**config.mk**
```make
export PLATFORM = sky130hd
export DESIGN_NAME = chunked_body_completion_checker_core_flat
export DESIGN_NICKNAME = d
export VERILOG_FILES = /design/src/hdl/cbcc_pkg.sv /design/src/hdl/cbcc_ifs.sv /design/src/hdl/chunked_body_completion_checker_core.sv /design/src/hdl/cbcc_parse.sv /design/src/flat_wrapper.sv
export SDC_FILE = /design/constraint.sdc
export NUM_CORES = 1
export LEC_CHECK = 0
export BUFFER_PORTS_ARGS = -buffer_cell sky130_fd_sc_hd__buf_4
export CORE_ASPECT_RATIO = 1.4
export CORE_MARGIN = 4
export CORE_UTILIZATION = 64
export CTS_CLUSTER_DIAMETER = 100
export CTS_CLUSTER_SIZE = 40
export DETAILED_ROUTE_END_ITERATION = 6
export GPL_TIMING_DRIVEN = 0
export HOLD_SLACK_MARGIN = 0.06
export PLACE_DENSITY_LB_ADDON = 0.05
export SKIP_LAST_GASP = 1
export SLEW_MARGIN = 20
export SYNTH_ARGS = -nofsm -noshare
export SYNTH_HDL_FRONTEND = slang
export SYNTH_SLANG_ARGS = --single-unit
```
**constraint.sdc**
```tcl
create_clock -name clk -period 10.9 [get_ports clk]
set_input_delay 2.725 -clock clk [delete_from_list [all_inputs] [get_ports clk]]
set_output_delay 2.725 -clock clk [all_outputs]
set_load 0.01 [all_outputs]
```
**src/hdl/cbcc_pkg.sv**
```systemverilog
// shared types, constants and helpers of the chunked body completion checker
package cbcc_pkg;

    localparam int SIZE_BITS = 32;

    localparam logic [7:0] CHAR_CR   = 8'h0D;
    localparam logic [7:0] CHAR_LF   = 8'h0A;
    localparam logic [7:0] CHAR_SEMI = 8'h3B;
    localparam int         HEX_RADIX = 16;
    localparam int         HEX_DIGIT_BITS = $clog2(HEX_RADIX);

    localparam logic [2:0] PH_SIZE = 3'd0;
    localparam logic [2:0] PH_DATA = 3'd1;
    localparam logic [2:0] PH_DCR  = 3'd2;
    localparam logic [2:0] PH_DLF  = 3'd3;
    localparam logic [2:0] PH_LCR  = 3'd4;
    localparam logic [2:0] PH_LLF  = 3'd5;
    localparam logic [2:0] PH_EXT  = 3'd6;

    typedef struct packed {
        logic [2:0]           phase;
        logic [SIZE_BITS-1:0] size_accum;
        logic [SIZE_BITS-1:0] bytes_left;
        logic                 line_nonempty;
        logic                 digits_done;
        logic                 cr_pending;
        logic                 done_flag;
        logic                 error_flag;
    } cbcc_state_t;

    localparam cbcc_state_t STATE_INIT = '{
        phase:         PH_SIZE,
        size_accum:    '0,
        bytes_left:    '0,
        line_nonempty: 1'b0,
        digits_done:   1'b0,
        cr_pending:    1'b0,
        done_flag:     1'b0,
        error_flag:    1'b0
    };

    typedef struct packed {
        logic                      valid;
        logic [HEX_DIGIT_BITS-1:0] value;
    } cbcc_hex_t;

    // ascii hex digit decode, either case
    function automatic cbcc_hex_t hex_decode(input logic [7:0] c);
        cbcc_hex_t h;
        h.valid = 1'b1;
        h.value = '0;
        if (c >= 8'h30 && c <= 8'h39)
            h.value = HEX_DIGIT_BITS'(c - 8'h30);
        else if (c >= 8'h61 && c <= 8'h66)
            h.value = HEX_DIGIT_BITS'(c - 8'h57);
        else if (c >= 8'h41 && c <= 8'h46)
            h.value = HEX_DIGIT_BITS'(c - 8'h37);
        else
            h.valid = 1'b0;
        return h;
    endfunction

endpackage

```
**src/hdl/cbcc_ifs.sv**
```systemverilog
// request channels of the chunked body completion checker
interface cbcc_byte_if;
    import cbcc_pkg::*;
    logic       valid;
    logic       ready;
    logic [7:0] body_byte;
    logic       start_of_body;

    modport source (output valid, output body_byte, output start_of_body, input ready);
    modport sink (input valid, input body_byte, input start_of_body, output ready);
endinterface

interface cbcc_status_if;
    logic valid;
    logic ready;
    logic complete;
    logic malformed;

    modport source (output valid, output complete, output malformed, input ready);
    modport sink (input valid, input complete, input malformed, output ready);
endinterface

```
**src/hdl/chunked_body_completion_checker_core.sv**
```systemverilog
// top level of the chunked body completion checker
// Takes a chunked HTTP message body one byte per request and returns one status
// request per byte: complete (the zero-size chunk and its CR LF were seen) and
// malformed (the framing broke). Both flags are sticky until a byte with
// start_of_body set restarts the parse; that byte is parsed as the first one.
// Throughput is one byte every clock cycle while the result side takes each status,
// set by the single parse state register, which updates as a byte moves from
// the input register to the result register. Status valid rises as the byte
// enters the result register, which a stalled result side can hold off.
// A stalled result side holds one finished status plus one waiting byte.
// Chunk sizes up to SIZE_BITS bits of hex are accepted; larger sizes,
// empty size lines and a missing CR LF after the data are all malformed.
module chunked_body_completion_checker_core
    import cbcc_pkg::*;
(
    input  logic          clk,
    input  logic          rst_n,
    cbcc_byte_if.sink     body,
    cbcc_status_if.source result
);

    // input register stage
    logic       in_valid_reg;
    logic [7:0] in_byte_reg;
    logic       in_start_reg;

    // parse state and result register
    cbcc_state_t state_reg;
    cbcc_state_t state_next;
    logic        out_valid_reg;
    logic        out_complete_reg;
    logic        out_malformed_reg;

    logic advance;
    logic body_take;

    // move the waiting byte into the result register when it is free
    assign advance   = in_valid_reg && (!out_valid_reg || result.ready);
    assign body.ready = !in_valid_reg || advance;
    assign body_take = body.valid && body.ready;

    cbcc_parse u_parse (
        .cur_state     (state_reg),
        .body_byte     (in_byte_reg),
        .start_of_body (in_start_reg),
        .next_state    (state_next)
    );

    always_ff @(posedge clk or negedge rst_n)
    begin
        if (!rst_n) begin
            in_valid_reg <= 1'b0;
        end
        else if (body.ready) begin
            in_valid_reg <= body.valid;
        end
    end

    // byte payload, no reset needed
    always_ff @(posedge clk)
    begin
        if (body_take) begin
            in_byte_reg  <= body.body_byte;
            in_start_reg <= body.start_of_body;
        end
    end

    always_ff @(posedge clk or negedge rst_n)
    begin
        if (!rst_n) begin
            state_reg     <= STATE_INIT;
            out_valid_reg <= 1'b0;
        end
        else begin
            if (advance)
                state_reg <= state_next;
            if (advance)
                out_valid_reg <= 1'b1;
            else if (result.ready)
                out_valid_reg <= 1'b0;
        end
    end

    always_ff @(posedge clk)
    begin
        if (advance) begin
            out_complete_reg  <= state_next.done_flag;
            out_malformed_reg <= state_next.error_flag;
        end
    end

    assign result.valid     = out_valid_reg;
    assign result.complete  = out_complete_reg;
    assign result.malformed = out_malformed_reg;

    // a body never reports complete and malformed together
    a_flags_exclusive: assert property (@(posedge clk) disable iff (!rst_n)
        !(state_reg.done_flag && state_reg.error_flag))
        else $error("complete and malformed both set");

    // a waiting byte stays put until the result side frees up
    a_in_hold: assert property (@(posedge clk) disable iff (!rst_n)
        in_valid_reg && !advance |=> in_valid_reg && $stable(in_byte_reg))
        else $error("waiting byte lost");

    // without a restart, done and error never clear
    a_sticky: assert property (@(posedge clk) disable iff (!rst_n)
        advance && !in_start_reg && (state_reg.done_flag || state_reg.error_flag)
        |=> $stable(state_reg))
        else $error("sticky state changed");

endmodule

```
**src/hdl/cbcc_parse.sv**
```systemverilog
// per-byte next-state logic of the chunked body parser
module cbcc_parse
    import cbcc_pkg::*;
(
    input  cbcc_state_t cur_state,
    input  logic [7:0]  body_byte,
    input  logic        start_of_body,
    output cbcc_state_t next_state
);

    // one size line byte that is not part of a line end
    function automatic cbcc_state_t line_byte(input cbcc_state_t s, input logic [7:0] c);
        cbcc_state_t r;
        cbcc_hex_t   h;
        r = s;
        h = hex_decode(c);
        if (s.phase != PH_EXT) begin
            if (c == CHAR_SEMI) begin
                r.phase = PH_EXT;
            end
            else begin
                r.line_nonempty = 1'b1;
                if (!s.digits_done) begin
                    if (!h.valid)
                        r.digits_done = 1'b1;
                    else if (s.size_accum[SIZE_BITS-1 -: HEX_DIGIT_BITS] != '0)
                        r.error_flag = 1'b1;
                    else
                        r.size_accum = {s.size_accum[SIZE_BITS-HEX_DIGIT_BITS-1:0], h.value};
                end
            end
        end
        return r;
    endfunction

    cbcc_state_t base;
    cbcc_state_t s;
    logic [SIZE_BITS-1:0] left_dec;

    assign base     = start_of_body ? STATE_INIT : cur_state;
    assign left_dec = base.bytes_left - SIZE_BITS'(1);

    always_comb
    begin
        s = base;
        if (!base.done_flag && !base.error_flag) begin
            unique case (base.phase)
                PH_SIZE, PH_EXT:
                begin
                    if (base.cr_pending && body_byte == CHAR_LF) begin
                        if (!base.line_nonempty) begin
                            s.error_flag = 1'b1;
                        end
                        else begin
                            s.bytes_left    = base.size_accum;
                            s.phase         = (base.size_accum == '0) ? PH_LCR : PH_DATA;
                            s.size_accum    = '0;
                            s.line_nonempty = 1'b0;
                            s.digits_done   = 1'b0;
                            s.cr_pending    = 1'b0;
                        end
                    end
                    else begin
                        // a lone cr is an ordinary line byte, never an error
                        if (base.cr_pending) begin
                            s.cr_pending = 1'b0;
                            s = line_byte(s, CHAR_CR);
                        end
                        if (body_byte == CHAR_CR)
                            s.cr_pending = 1'b1;
                        else
                            s = line_byte(s, body_byte);
                    end
                end
                PH_DATA:
                begin
                    s.bytes_left = left_dec;
                    if (left_dec == '0)
                        s.phase = PH_DCR;
                end
                PH_DCR:
                begin
                    if (body_byte == CHAR_CR) s.phase = PH_DLF;
                    else                      s.error_flag = 1'b1;
                end
                PH_DLF:
                begin
                    if (body_byte == CHAR_LF) s.phase = PH_SIZE;
                    else                      s.error_flag = 1'b1;
                end
                PH_LCR:
                begin
                    if (body_byte == CHAR_CR) s.phase = PH_LLF;
                    else                      s.error_flag = 1'b1;
                end
                PH_LLF:
                begin
                    if (body_byte == CHAR_LF) s.done_flag = 1'b1;
                    else                      s.error_flag = 1'b1;
                end
                default:
                begin
                    s.error_flag = 1'b1;
                end
            endcase
        end
    end

    assign next_state = s;

endmodule

```
**src/flat_wrapper.sv**
```systemverilog
// flat-port wrapper written by rule: the top's interface ports become plain ports
module chunked_body_completion_checker_core_flat import cbcc_pkg::*;
  (clk, rst_n, body_valid, body_body_byte, body_start_of_body, body_ready, result_valid, result_complete, result_malformed, result_ready);
  cbcc_byte_if body_i ();
  cbcc_status_if result_i ();
  input  logic clk;
  input  logic rst_n;
  input wire logic [$bits(body_i.valid)-1:0] body_valid;
  input wire logic [$bits(body_i.body_byte)-1:0] body_body_byte;
  input wire logic [$bits(body_i.start_of_body)-1:0] body_start_of_body;
  output wire logic [$bits(body_i.ready)-1:0] body_ready;
  output wire logic [$bits(result_i.valid)-1:0] result_valid;
  output wire logic [$bits(result_i.complete)-1:0] result_complete;
  output wire logic [$bits(result_i.malformed)-1:0] result_malformed;
  input wire logic [$bits(result_i.ready)-1:0] result_ready;
  assign body_i.valid = body_valid;
  assign body_i.body_byte = body_body_byte;
  assign body_i.start_of_body = body_start_of_body;
  assign body_ready = body_i.ready;
  assign result_valid = result_i.valid;
  assign result_complete = result_i.complete;
  assign result_malformed = result_i.malformed;
  assign result_i.ready = result_ready;
  chunked_body_completion_checker_core u_core (.clk(clk), .rst_n(rst_n), .body(body_i), .result(result_i));
endmodule
```
# Yosys cells after proc, flatten, opt, wreduce, memory -nomap -nowiden
# Cells that the tools add are included.
[totals]
regBits = 85
output_inout_bits = 4
word_cells = 127
inputBits = 13
[op_classes]
reduce_logical = 22
n_mux = 70
n_eq_ne = 11
addsub = 4
order_cmp = 6
[op_table]
columns = ["operator", "count"]
rows = [
  ["72-bit two-way mux", 5],
  ["32-bit two-way mux", 9],
  ["70-bit two-way mux", 2],
  ["69-bit two-way mux", 2],
  ["32-bit logical NOT", 2],
  ["32-bit one-hot mux with 2 select lines", 1],
  ["35-bit two-way mux", 1],
  ["1-bit two-way mux", 34],
  ["32-bit by 1-bit subtractor with 32-bit output, second input constant", 1],
  ["3-bit two-way mux", 7],
  ["8-bit by 4-bit == test with 1-bit output, second input constant", 2],
  ["8-bit by 7-bit greater-or-equal comparator with 1-bit output, second input constant", 2],
  ["8-bit by 7-bit less-or-equal comparator with 1-bit output, second input constant", 2],
  ["3-bit one-hot mux with 5 select lines", 1],
  ["4-bit two-way mux", 3],
  ["3-bit == test, second input constant", 3],
  ["8-bit by 6-bit == test with 1-bit output, second input constant", 1],
  ["8-bit by 6-bit greater-or-equal comparator with 1-bit output, second input constant", 1],
  ["8-bit by 6-bit less-or-equal comparator with 1-bit output, second input constant", 1],
  ["4-bit nonzero test", 2],
  ["4-bit by 3-bit subtractor with 4-bit output, second input constant", 2],
  ["1-bit logical AND", 7],
  ["3-bit by 2-bit == test with 1-bit output, second input constant", 2],
  ["2-bit two-way mux", 3],
  ["10 further kinds", 17],
]

# Longest topological paths before layout
[depth]
ltp_word = 22
mapped_depth = 15
mapped_depth_nobuf = 11

# By module
# From an unflattened synthesis, not the netlist that was laid out.
[unflattened]
cells_unflattened = 732
area_unflattened_um2 = 6336.1
[by_module_without_submodules]
columns = ["module", "seq_area_each_um2", "area_each_um2", "cells_each", "instances"]
rows = [
  ["cbcc_parse", 0.0, 3209.3, 561, 1],
  ["chunked_body_completion_checker_core", 2182.1, 3126.7, 171, 1],
]

# Least setup slack after synthesis
# Ideal clock, no wire load.
[synth_timing]
kind = "input to output"
from = "input port result_ready"
to = "output port body_ready"
arrival_time_ps = 2934
cell_stages = 1
n_path_buf = 0
t_required_ps = 8175
slack_ps = 5241
path_cell_list = "nand3b_1"
[synth_via]
elab_chain_cells = 3
[synth_rtl]
columns = ["element", "line", "text"]
rows = [
  ["from (decl)", "flat_wrapper.sv:15", "input wire logic [$bits(result_i.ready)-1:0] result_ready;"],
  ["1-bit logical OR", "chunked_body_completion_checker_core.sv:38", "assign advance = in_valid_reg && (!out_valid_reg || result.ready);"],
  ["1-bit logical AND", "chunked_body_completion_checker_core.sv:38", ""],
  ["1-bit logical OR", "chunked_body_completion_checker_core.sv:39", "assign body.ready = !in_valid_reg || advance;"],
  ["to (decl)", "flat_wrapper.sv:11", "output wire logic [$bits(body_i.ready)-1:0] body_ready;"],
]
# Every way passes these cells.

# Final worst setup path
# Ends and elaborated chain as after synthesis.

==> summary by stage <==
Power and ir drop
The share of power burned in registers is 32.6%. The combinational share of power is 42.9%. For this design the total switching power over the nets is 0.572 mW.

The proportion of total power due to net switching is 43.0%. The leakage power is 2.56 nW. The clock share of power is 24.5%.

Power spread over the standard cell area amounts to 222 nW/um2. The worst vdd rail ir drop is 0.141 mV. Internal power comes to 0.758 mW. The completed layout was analyzed and its total power is 1.33 mW.

Status
The flow ran to the end, and the final reports show no timing, DRC or antenna violations.

Cells and area
Summing all non-filler instances in the final layout gives an area of 6000 um2. Leaving out fill and tap cells, the most frequent cell in the layout is sky130_fd_sc_hd__dfrtp_1. The fill cell total of the finished layout is 638. The share of cells above drive strength 1 is 8.87%. The area of the multi-input gates is 3030 um2. The library cells used most frequently in the layout, excluding fill and tap cells, are sky130_fd_sc_hd__dfrtp_1 (74), sky130_fd_sc_hd__nand2_1 (73), sky130_fd_sc_hd__o21ai_0 (49), sky130_fd_sc_hd__a21oi_1 (42), sky130_fd_sc_hd__nor2_1 (36). From synthesis to final layout, the design area changed by 10.2%. The number of cells in the finished layout apart from fillers is 756.

The count of antenna diodes in the layout is 0. The register with the most flip-flops in the layout has 72 of them. The final net count is 668. For this run, the share of the core covered by cells in the final layout is 72.7%.

The total area of sequential cells is 2180 um2.

Placed design
The half-perimeter wire length of the detailed placement result is 13.0 mm. Once placement finished, the instance area stood at 5690 um2. The number of placed instances with taps included is 740. At the placement stage, the worst setup path has a slack of 5000 ps.

The number of I/O port buffers is 16. At the end of routability-driven placement, the weighted congestion stood at 1.01.

Synth
After Yosys synthesis, full adders, half adders and majority gates account for 1.38% of the synthesized area. The number of synthesis warnings is 0. The number of nets in the synthesized netlist is 641. Counting distinct cell types in the post-synthesis netlist gives 82. The portion of netlist area occupied by mux cells is 1.22%.

The library cell with the largest summed area after synthesis is sky130_fd_sc_hd__dfrtp_1. The share of the Yosys chip area taken by registers is 40.1%. After Yosys synthesis, XOR and XNOR cells account for 2.41% of the synthesized area. The register bit count reported by yosys is 85. By area, the combinational part of the netlist is dominated by compound AO/OA/AOI/OAI gates. In the synthesized netlist the dominant register cell turns out to be sky130_fd_sc_hd__dfrtp_1. The mean post-synth cell area is 8.75 um2.

The gate count after technology mapping is 622. The top cell type by area accounts for 34.0% of the synthesized area. Summing every instance area after synthesis gives 5450 um2.

The synthesized netlist devotes 22.6% of its cell area to simple gates. The proportion of synthesized flip-flops having asynchronous set or reset is 87.1%. The number of flops mapped to enable cells by yosys is 11. Summing the areas of all compound-gate instances in the mapped netlist gives 28.0% of the synthesized area. Sorting the synthesized cells by area gives the leading types as sky130_fd_sc_hd__dfrtp_1 (34%), sky130_fd_sc_hd__edfxtp_1 (6.1%), sky130_fd_sc_hd__a22o_1 (5.6%).

Timing
The highest attainable clock frequency is 169 MHz. The worst hold slack after final layout is 492 ps. On the final layout, the worst clock skew is 9.17 ps.

Setup violations remaining at the end of the flow were counted as 0. The total negative slack for setup checks is 0 ps. The actual transition at the worst max-transition pin is 960 ps. The fraction of the cycle the final worst path needs is 54.2%. The number of hold violations in the final report is 0. Across all setup checks in the final design, the least slack found is 5000 ps. The normalized max-slew margin is 36.0%. The minimum clock period after layout is 5900 ps. Setup repair after global routing left no endpoint under its margin. The total count of max-transition violations in the final report is 0.

CTS
The number of gates given a new drive strength after cts is 0. The number of hold buffers added after CTS was 0. The post-CTS setup-driven buffer insertion count is 0. The H-tree was split into 3 levels. The worst-case clock buffer depth is 2. The CTS buffer count is 9. The tree is rooted in a sky130_fd_sc_hd__clkbuf_16.

The TritonCTS clock tree is done. At the later pin of the worst-skew pair, clock insertion delay measures 350 ps. For this design, the sink count on the clock tree is 85.

The clock-pin slew on the worst setup and hold paths is 60 ps.

Die
The standard-cell row count is 39. The core box area is 8250 um2. Once the floorplan was initialized, standard cells occupied 66.0% of the core. The height of the chip is 117 um. The floorplan step set the die width to 86.0 um. The area of the die is 10100 um2. In this run the count of I/O pins placed on the die edge is 17.

Worst setup path
The nature of the critical path endpoint is an output pin. Of all nets on the critical path, the largest fanout is 3. For the worst setup path, the data required time is 8180 ps. The worst register-to-register path ends at u_core.state_reg[70]. For flop-to-flop paths, the worst setup slack is 5380 ps. The worst register-to-register path has a depth of 15. The startpoint-to-endpoint class of the critical path is primary input to output pin. The origin of the critical flop-to-flop path is u_core.in_start_reg. The arrival time of the worst setup path is 3180 ps.

The worst setup path is launched from a primary input.

Drt
After the first detailed-routing iteration, the DRC count stood at 740. The number of routed nets with antenna violations is 0. In the routed layout, each cell is associated on average with a via count of 7.30.

The routed length per placed instance is 24.0 um. The DRC violation count after routing is 0. Summed over all layers, the routed wires come to 18.1 mm. The number of iterations in the first detailed-routing pass is 6. Summing over every cut layer, the via total after detailed routing is 5520.

Global route
The number of global-route vias before repair is 5292. The number of antenna violations at the first check in global routing was 0. The global route total overflow is 0.

The largest net degree at the start of global routing is 75. The first-pass GRT wire length is 28.8 mm. In the global route stage, overall resource usage came out at 37.7%.

Min path
Along the worst hold path, the cell count comes to 1. The end point of the most critical hold path is u_core.state_reg[35]. The class of the worst hold path is register to register.

The worst hold path begins at u_core.state_reg[35].

Job
The total of max-cap violations is 0.
[layer usage]
layer	global-route usage, %	share of wire [%]	vias up
met5	0	0	-
met2	60.0	47	405
li1	-	-	2423
met4	23.8	7.0	0
met3	8.12	9.5	101
met1	46.6	37	2591
[worst max-delay path, stage by stage]
cell	delay, ps
sky130_fd_sc_hd__buf_4	110
sky130_fd_sc_hd__nand3b_1	180
sky130_fd_sc_hd__buf_4	160
[kinds of logic (layout without fill, tap and decap cells)]
family,after synthesis,in the layout
adder cells (fa/ha/maj),6,6
XOR/XNOR,15,15
flip-flops,85,85
multiplexers,6,6
AND/OR/NAND/NOR,231,231
AO/OA/AOI/OAI,221,221
buffers and inverters,58,90
[worst max path at each step]
stage,from,end,slack [ps],depth (start not counted)
after detailed placement,result_ready,body_ready,5000,3
final,result_ready,body_ready,5000,3
after floorplan,result_ready,body_ready,5240,1
after CTS,result_ready,body_ready,5000,3
after global routing,result_ready,body_ready,4970,3
after global placement,result_ready,body_ready,5010,3
[cells in the mapped netlist (all sizes together) (10+ instances only)]
master,number
nor3,21
buf,10
clkbuf,33
nand3,11
nor2,37
inv,14
a21o,14
nor4,27
a31oi,10
a21oi,42
nand2,73
o21ai,52
dfrtp,74
edfxtp,11
a22o,35
nor2b,10
[power by group through the flow]
stage | clock network (mW) | logic [mW] | registers (mW)
5_1_grt | 0.338 | 0.617 | 0.440
3_3_place_gp | 0 | 0.539 | 0.434
4_1_cts | 0.324 | 0.553 | 0.431
2_1_floorplan | 0 | 0.411 | 0.418
6_report | 0.325 | 0.571 | 0.434
3_5_place_dp | 0 | 0.546 | 0.437
[final cells by class]
| class | count | area share, % |
|---|---|---|
| buffer | 43 | 2.96 |
| clock buffer | 10 | 3.82 |
| clock inverter | 6 | 1.27 |
| inverter | 15 | 0.939 |
| multi-input combinational | 479 | 50.5 |
| sequential | 85 | 36.4 |
| tap | 102 | 2.13 |
| timing repair buffer | 16 | 2.00 |
Note: power is estimated with default switching activity, not from simulation.
